`config.mk`:
```
export PLATFORM = sky130hd
export DESIGN_NAME = vad_ctrl
export DESIGN_NICKNAME = d
export VERILOG_FILES = /design/src/vad_pkg.sv /design/src/vad_ctrl.sv
export SDC_FILE = /design/constraint.sdc
export NUM_CORES = 1
export LEC_CHECK = 0
export BUFFER_PORTS_ARGS = -buffer_cell sky130_fd_sc_hd__buf_2
export CAP_MARGIN = 10
export CELL_PAD_IN_SITES_DETAIL_PLACEMENT = 0
export CELL_PAD_IN_SITES_GLOBAL_PLACEMENT = 2
export CORE_UTILIZATION = 22
export DETAILED_ROUTE_END_ITERATION = 10
export PLACE_DENSITY_LB_ADDON = 0.1
export SLEW_MARGIN = 20
export SYNTH_ARGS = -nofsm -noshare
export SYNTH_HDL_FRONTEND = slang
export SYNTH_SLANG_ARGS = --single-unit
```
`constraint.sdc`:
```
create_clock -name clk_i -period 1.5 [get_ports clk_i]
set_input_delay 0.075 -clock clk_i [delete_from_list [all_inputs] [get_ports clk_i]]
set_output_delay 0.075 -clock clk_i [all_outputs]
set_load 0.05 [all_outputs]
```
`src/vad_pkg.sv`:
```
// Shared types and constants for the DC-blocked voice activity detector.
// Used by vad_ctrl, vad_datapath and the top level.
package vad_pkg;

  localparam int unsigned OutLimit = 32700;
  localparam int unsigned InW      = 32;
  localparam int unsigned OutW     = 80;
  localparam int unsigned CfgW     = 15;
  localparam int unsigned CfgIdxW  = 2;

  typedef enum logic [CfgIdxW-1:0] {
    REG_LEVEL   = 2'd0,
    REG_SHIFT   = 2'd1,
    REG_TRIGGER = 2'd2,
    REG_CEILING = 2'd3
  } cfg_idx_e;

  typedef struct packed {
    logic [14:0] level_threshold;
    logic [4:0]  input_shift;
    logic [5:0]  trigger_score;
    logic [5:0]  score_ceiling;
  } cfg_t;

  typedef struct packed {
    logic accept;
    logic mul;
    logic sat;
    logic acc;
    logic t1;
    logic t2;
    logic t3;
    logic score;
    logic load;
  } cmd_t;

  typedef struct packed {
    logic frame_end;
  } sts_t;

endpackage

```
`src/vad_ctrl.sv`:
```
// Sequencing state machine for the voice activity detector.
// Depends on vad_pkg; drives vad_datapath through cmd_t.
module vad_ctrl (
  input  logic          clk_i,
  input  logic          rst_ni,
  input  logic          in_valid_i,
  output logic          in_ready_o,
  output logic          out_valid_o,
  input  logic          out_ready_i,
  input  vad_pkg::sts_t sts_i,
  output vad_pkg::cmd_t cmd_o
);
  import vad_pkg::*;

  typedef enum logic [3:0] {
    ST_IDLE, ST_MUL, ST_SAT, ST_ACC, ST_T1, ST_T2, ST_T3, ST_SCORE, ST_OUT
  } state_e;

  state_e state_q;
  logic   valid_q;
  logic   load;

  assign load        = (state_q == ST_OUT) && (!valid_q || out_ready_i);
  assign in_ready_o  = (state_q == ST_IDLE);
  assign out_valid_o = valid_q;

  always_comb begin
    cmd_o        = '0;
    cmd_o.accept = (state_q == ST_IDLE) && in_valid_i;
    cmd_o.mul    = (state_q == ST_MUL);
    cmd_o.sat    = (state_q == ST_SAT);
    cmd_o.acc    = (state_q == ST_ACC);
    cmd_o.t1     = (state_q == ST_T1);
    cmd_o.t2     = (state_q == ST_T2);
    cmd_o.t3     = (state_q == ST_T3);
    cmd_o.score  = (state_q == ST_SCORE);
    cmd_o.load   = load;
  end

  always_ff @(posedge clk_i or negedge rst_ni) begin
    if (!rst_ni) begin
      state_q <= ST_IDLE;
      valid_q <= 1'b0;
    end else begin
      if (load) valid_q <= 1'b1;
      else if (out_ready_i) valid_q <= 1'b0;
      case (state_q)
        ST_IDLE:  if (in_valid_i) state_q <= ST_MUL;
        ST_MUL:   state_q <= ST_SAT;
        ST_SAT:   state_q <= ST_ACC;
        ST_ACC:   state_q <= sts_i.frame_end ? ST_T1 : ST_OUT;
        ST_T1:    state_q <= ST_T2;
        ST_T2:    state_q <= ST_T3;
        ST_T3:    state_q <= ST_SCORE;
        ST_SCORE: state_q <= ST_OUT;
        ST_OUT:   if (load) state_q <= ST_IDLE;
        default:  state_q <= ST_IDLE;
      endcase
    end
  end

endmodule

```
After elaboration in Yosys (flattened, before gate mapping)
Index checks and enable logic that the tools add are counted.
W data, S select, Z words.
Word-level totals
  output and inout bits: 11
  word-level logic and storage cells: 25
  input bits: 5
  bits in registers: 5
Operators by class
  muxes and demuxes: 6
  eq/ne operators: 10
  reduce and logical (&&, ||, !) cells: 7
Operators with widths (number)
  $pmux W4 S9: 1
  $eq A4 B3 Y1 const B: 4
  $mux W4: 3
  $eq A4 B2 Y1 const B: 2
  $eq A4 B1 Y1 const B: 1
  $eq A4 B4 Y1 const B: 1
  $logic_not A4 Y1: 1
  $ne A2 B2 Y1 const B: 2
  $logic_and A1 B1 Y1: 2
  $mux W1: 2
  $reduce_and A2 Y1: 1
  $reduce_bool A2 Y1: 1
  $logic_not A1 Y1: 1
  $logic_or A1 B1 Y1: 1

Longest topological paths before layout
  word-level depth: 5
  depth in mapped cells: 4
  mapped depth without buffers: 2

Least setup slack after synthesis
OpenSTA, ideal clock, no wires.
  path type: flip-flop to output port
  start point: reg state_q[0]
  end point: out cmd_o[8] in the netlist's numbering
  data arrival time: 2.726 ns
  stages on the path, launching flop included: 4
  slack: -1.301 ns
  data required time: 1.425 ns
  path buffers: 1
  path through: dfrtp_1 buf_6 nor4_1 and2_1
RTL lines
  start, declared: RTL line vad_ctrl.sv:19  | state_e state_q;
  start signal, assigned: RTL line vad_ctrl.sv:51  | ST_ACC: state_q <= sts_i.frame_end ? ST_T1 : ST_OUT;
  end, declared: RTL line vad_ctrl.sv:11  | output vad_pkg::cmd_t cmd_o

==> metrics.md <==
| Metric | Value |
|---|---|
| Internal Power | 0.703 mW |
| Status | finished with violations |
| Pre-CTS WS | 0.127 ns |
| Cells along the critical path | or4b_4 -> nor2b_2 -> buf_6 |
| Met1 usage | 13.3% |
| Synth Area in Compound Gates | between 10% and 20% |
| CTS buffer count | 3 |
| Synth cell types | 18 |
| Placed instance count | 65 |
| Sequential Power Share | 15.5% |
| Num ports | 16 |
| Post-layout instance count excluding filler cells | 75 |
| Sequential element share of the synthesized area | 40.2% |
| Arrival @ worst endpoint | 1.46 ns |
| DRC violations left | 0 |
| H-tree levels | 1 |
| Synthesized Nets | 38 |
| Peak VDD IR | 1.33 mV |
| Pin count of the biggest net entering global routing | 9 |
| Power density cells | 2450 nW/µm² |
| Die Width | 39.6 µm |
| Clock Sink Count | 5 |
| Core footprint | around 1300 µm² |
| Leakage | 0.288 nW |
| Synthesized cell area | 312 µm² |
| Max-slew headroom | between 80% and 90% |
| Crit path capture type | output port |
| Clock Root Buffer | clkbuf_4 |
| Sw Pwr | 0.730 mW |
| CP max FO | 2 |
| Vias | around 330 |
| RSZ-0062 raised after global routing | yes |
| Flops & latches, synth | 5 |
| Gr busiest metal | met2 |
| Met3 Use GR | approximately 8.5% |
| ANT cells | 0 |
| WL final | about 850 µm |
| Sw Share | 50.9% |
| Vias in the first global route | 290 |
| Die Footprint | 1570 µm² |
| Pwr Total | around 1.4 mW |
| Final Cycle Share | 102% |
| First-pass GRT wire length | 1140 µm |
| Final global-route overflow total | 0 |
| Failing checks | negative setup slack |
| Detailed Place HPWL | 615 µm |
| CP startpoint kind | flip-flop |
| Total track usage | between 10% and 20% |
| Initial antenna violation count | 0 |
| Master of the slowest instance on the critical path | or4b_4 |
| Core Util, Final | 45.0% |
| Setup TNS Final | -0.0316 ns |
| Drt wl/cell | 11.4 µm |
| Family with the most delay on the worst path | simple AND/OR/NAND/NOR gates |
| Starting density of the core | 23.9% |
| Drt first pass iters | 3 |
| Placer Congestion | 0.752 |
| CTS tree | yes |
| Max-Cap Viols | 0 |
| Hold Path Class | in2reg |
| Fin crit period | 1.53 ns |
| Final instance area | 586 µm² |
| Setup ws final | -0.0316 ns |
| Area after DPL | 452 µm² |
| Initial DRC Count | 1 |
| Die height | 39.6 µm |
| Final ANT Viol Nets | 0 |
| Clock power frac | 11.2% |
| Fillers | 141 |
| Worst skew pair latency | approximately 0.24 ns |
| Critical Path Max Stage Delay | 0.54 ns |
| Largest family of logic cells by synthesized area | simple AND/OR/NAND/NOR gates |
| Vias per cell | about 4.5 |
| Yosys warns | 0 |
| Layout cells sized above 1 | 66.7% |
| Final-report setup violation count | 1 |
| Clock skew | 0.00109 ns |
| Layout area overhead | 88.0% |
| Cells after synthesis | 33 |
| Simple-Gate Fraction of Synth Area | between 30% and 40% |
| Post-synthesis mux area share | 0% |
| Highest Clock Rate | 0.653 GHz |
| Logic pwr share | 73.3% |
| Final net count | 66 |
| Row cnt | 13 |
| Met2 usage | 16.8% |
| WHS | 0.0742 ns |
| Buffers & Inverters on Critical Path | 1 |
| CP required | between 1 and 1.5 ns |
| IO Port Bufs | 15 |
| Xor/xnor share of the synthesized area | 0% |
| Adder-Cell Fraction of Synth Area | 0% |
| Crit Path Category | reg2out |
| CTS clk-pin slew, worst paths | 0.05 ns |
| Actual slew at the worst max-slew pin | around 0.26 ns |
| Avg Cell Area, Syn | 9.44 µm² |
| Count of pins over their slew limit | 0 |
| CTS Buffer Depth | 2 |
| Hold Fails Final Rpt | 0 |
## worst register-to-register path, delay by kind of cell (launching register included)
family | cells | cell delay [ns]
AND/OR/NAND/NOR | 1 | 0.54
flip-flops | 1 | 0.38
buffers and inverters | 1 | 0.15
AO/OA/AOI/OAI | 1 | 0.11
## area by class of cell
class / instances / area [µm²] / area share, %
Timing Repair Buffer: 26 / 210 / 35.9
Multi-Input combinational cell: 24 / 201 / 34.4
Sequential cell: 5 / 125 / 21.4
Clock buffer: 4 / 26.3 / 4.49
Tap cell: 15 / 18.8 / 3.21
Inverter: 1 / 3.75 / 0.641
## cells in the final DEF, fill, tap and decap left out, types with 2 or more instances in the layout
cell / instances
a21oi_1: 2
buf_2: 7
buf_4: 10
buf_6: 6
clkbuf_4: 4
dfrtp_1: 5
nand2_1: 2
nand2b_1: 2
nor2_1: 2
nor3_2: 4
## routing by layer
metal / part of all wire, % / vias to the layer above
li1: - / 171
met1: 46 / 153
met2: 49 / 10
met3: 5.7 / 0
met4: 0 / 0
met5: 0 / -
## final timing paths
check | from | endpoint | slack [ns] | depth (start not counted)
setup / recovery | state_q[1]$_DFFE_PN0P_ | cmd_o[0] | -0.03 | 3
hold / removal | in_valid_i | state_q[0]$_DFFE_PN0P_ | 0.07 | 3
setup reg to reg | state_q[1]$_DFFE_PN0P_ | state_q[3]$_DFFE_PN0P_ | 0.23 | 3
hold reg to reg | out_valid_o$_DFFE_PN0P_ | out_valid_o$_DFFE_PN0P_ | 0.53 | 2
max in group asynchronous | rst_ni | state_q[1]$_DFFE_PN0P_ | 1.19 | 2
min in group asynchronous | rst_ni | state_q[3]$_DFFE_PN0P_ | 0.18 | 2
## power by group through the flow
stage	logic [mW]	clock network, mW	registers, mW
floorplan	0.625	0	0.276
CTS	0.922	0.167	0.220
global placement	0.861	0	0.215
detailed placement	0.866	0	0.220
finish	1.05	0.160	0.222
global route	1.11	0.176	0.227
## kinds of logic after synthesis
group	after synthesis
AOI/OAI and AO/OA	5
DFF	5
and+or+nand+nor	19
buffers and inverters	4
## flip-flops by register name (all words and copies together), names as in the netlist
register / flops
out_valid_o: 1
state_q: 4
## Yosys cell counts (all sizes together)
library cell / n / area (µm²)
a211oi: 1 / 7.51
a21bo: 1 / 10.0
a21oi: 2 / 10.0
and2: 1 / 6.26
buf: 3 / 26.3
dfrtp: 5 / 125
inv: 1 / 3.75
nand2: 2 / 7.51
nand2b: 3 / 18.8
nand4b: 1 / 8.76
nor2: 3 / 11.3
nor2b: 2 / 12.5
nor3: 4 / 20.0
nor4: 1 / 6.26
o32ai: 1 / 16.3
or2b: 1 / 7.51
or4b: 1 / 13.8
## repair_timing
| action | in CTS | in global routing |
|---|---|---|
| endpoints found under the hold margin | 5 | 0 |
| setup buffers | 2 | 3 |
| hold buffers | 1 | 0 |
| setup endpoints to repair | 4 | 9 |
| pin swaps | 3 | 3 |
| resized for setup | 8 | 15 |
(Power assumes the default switching activity.)
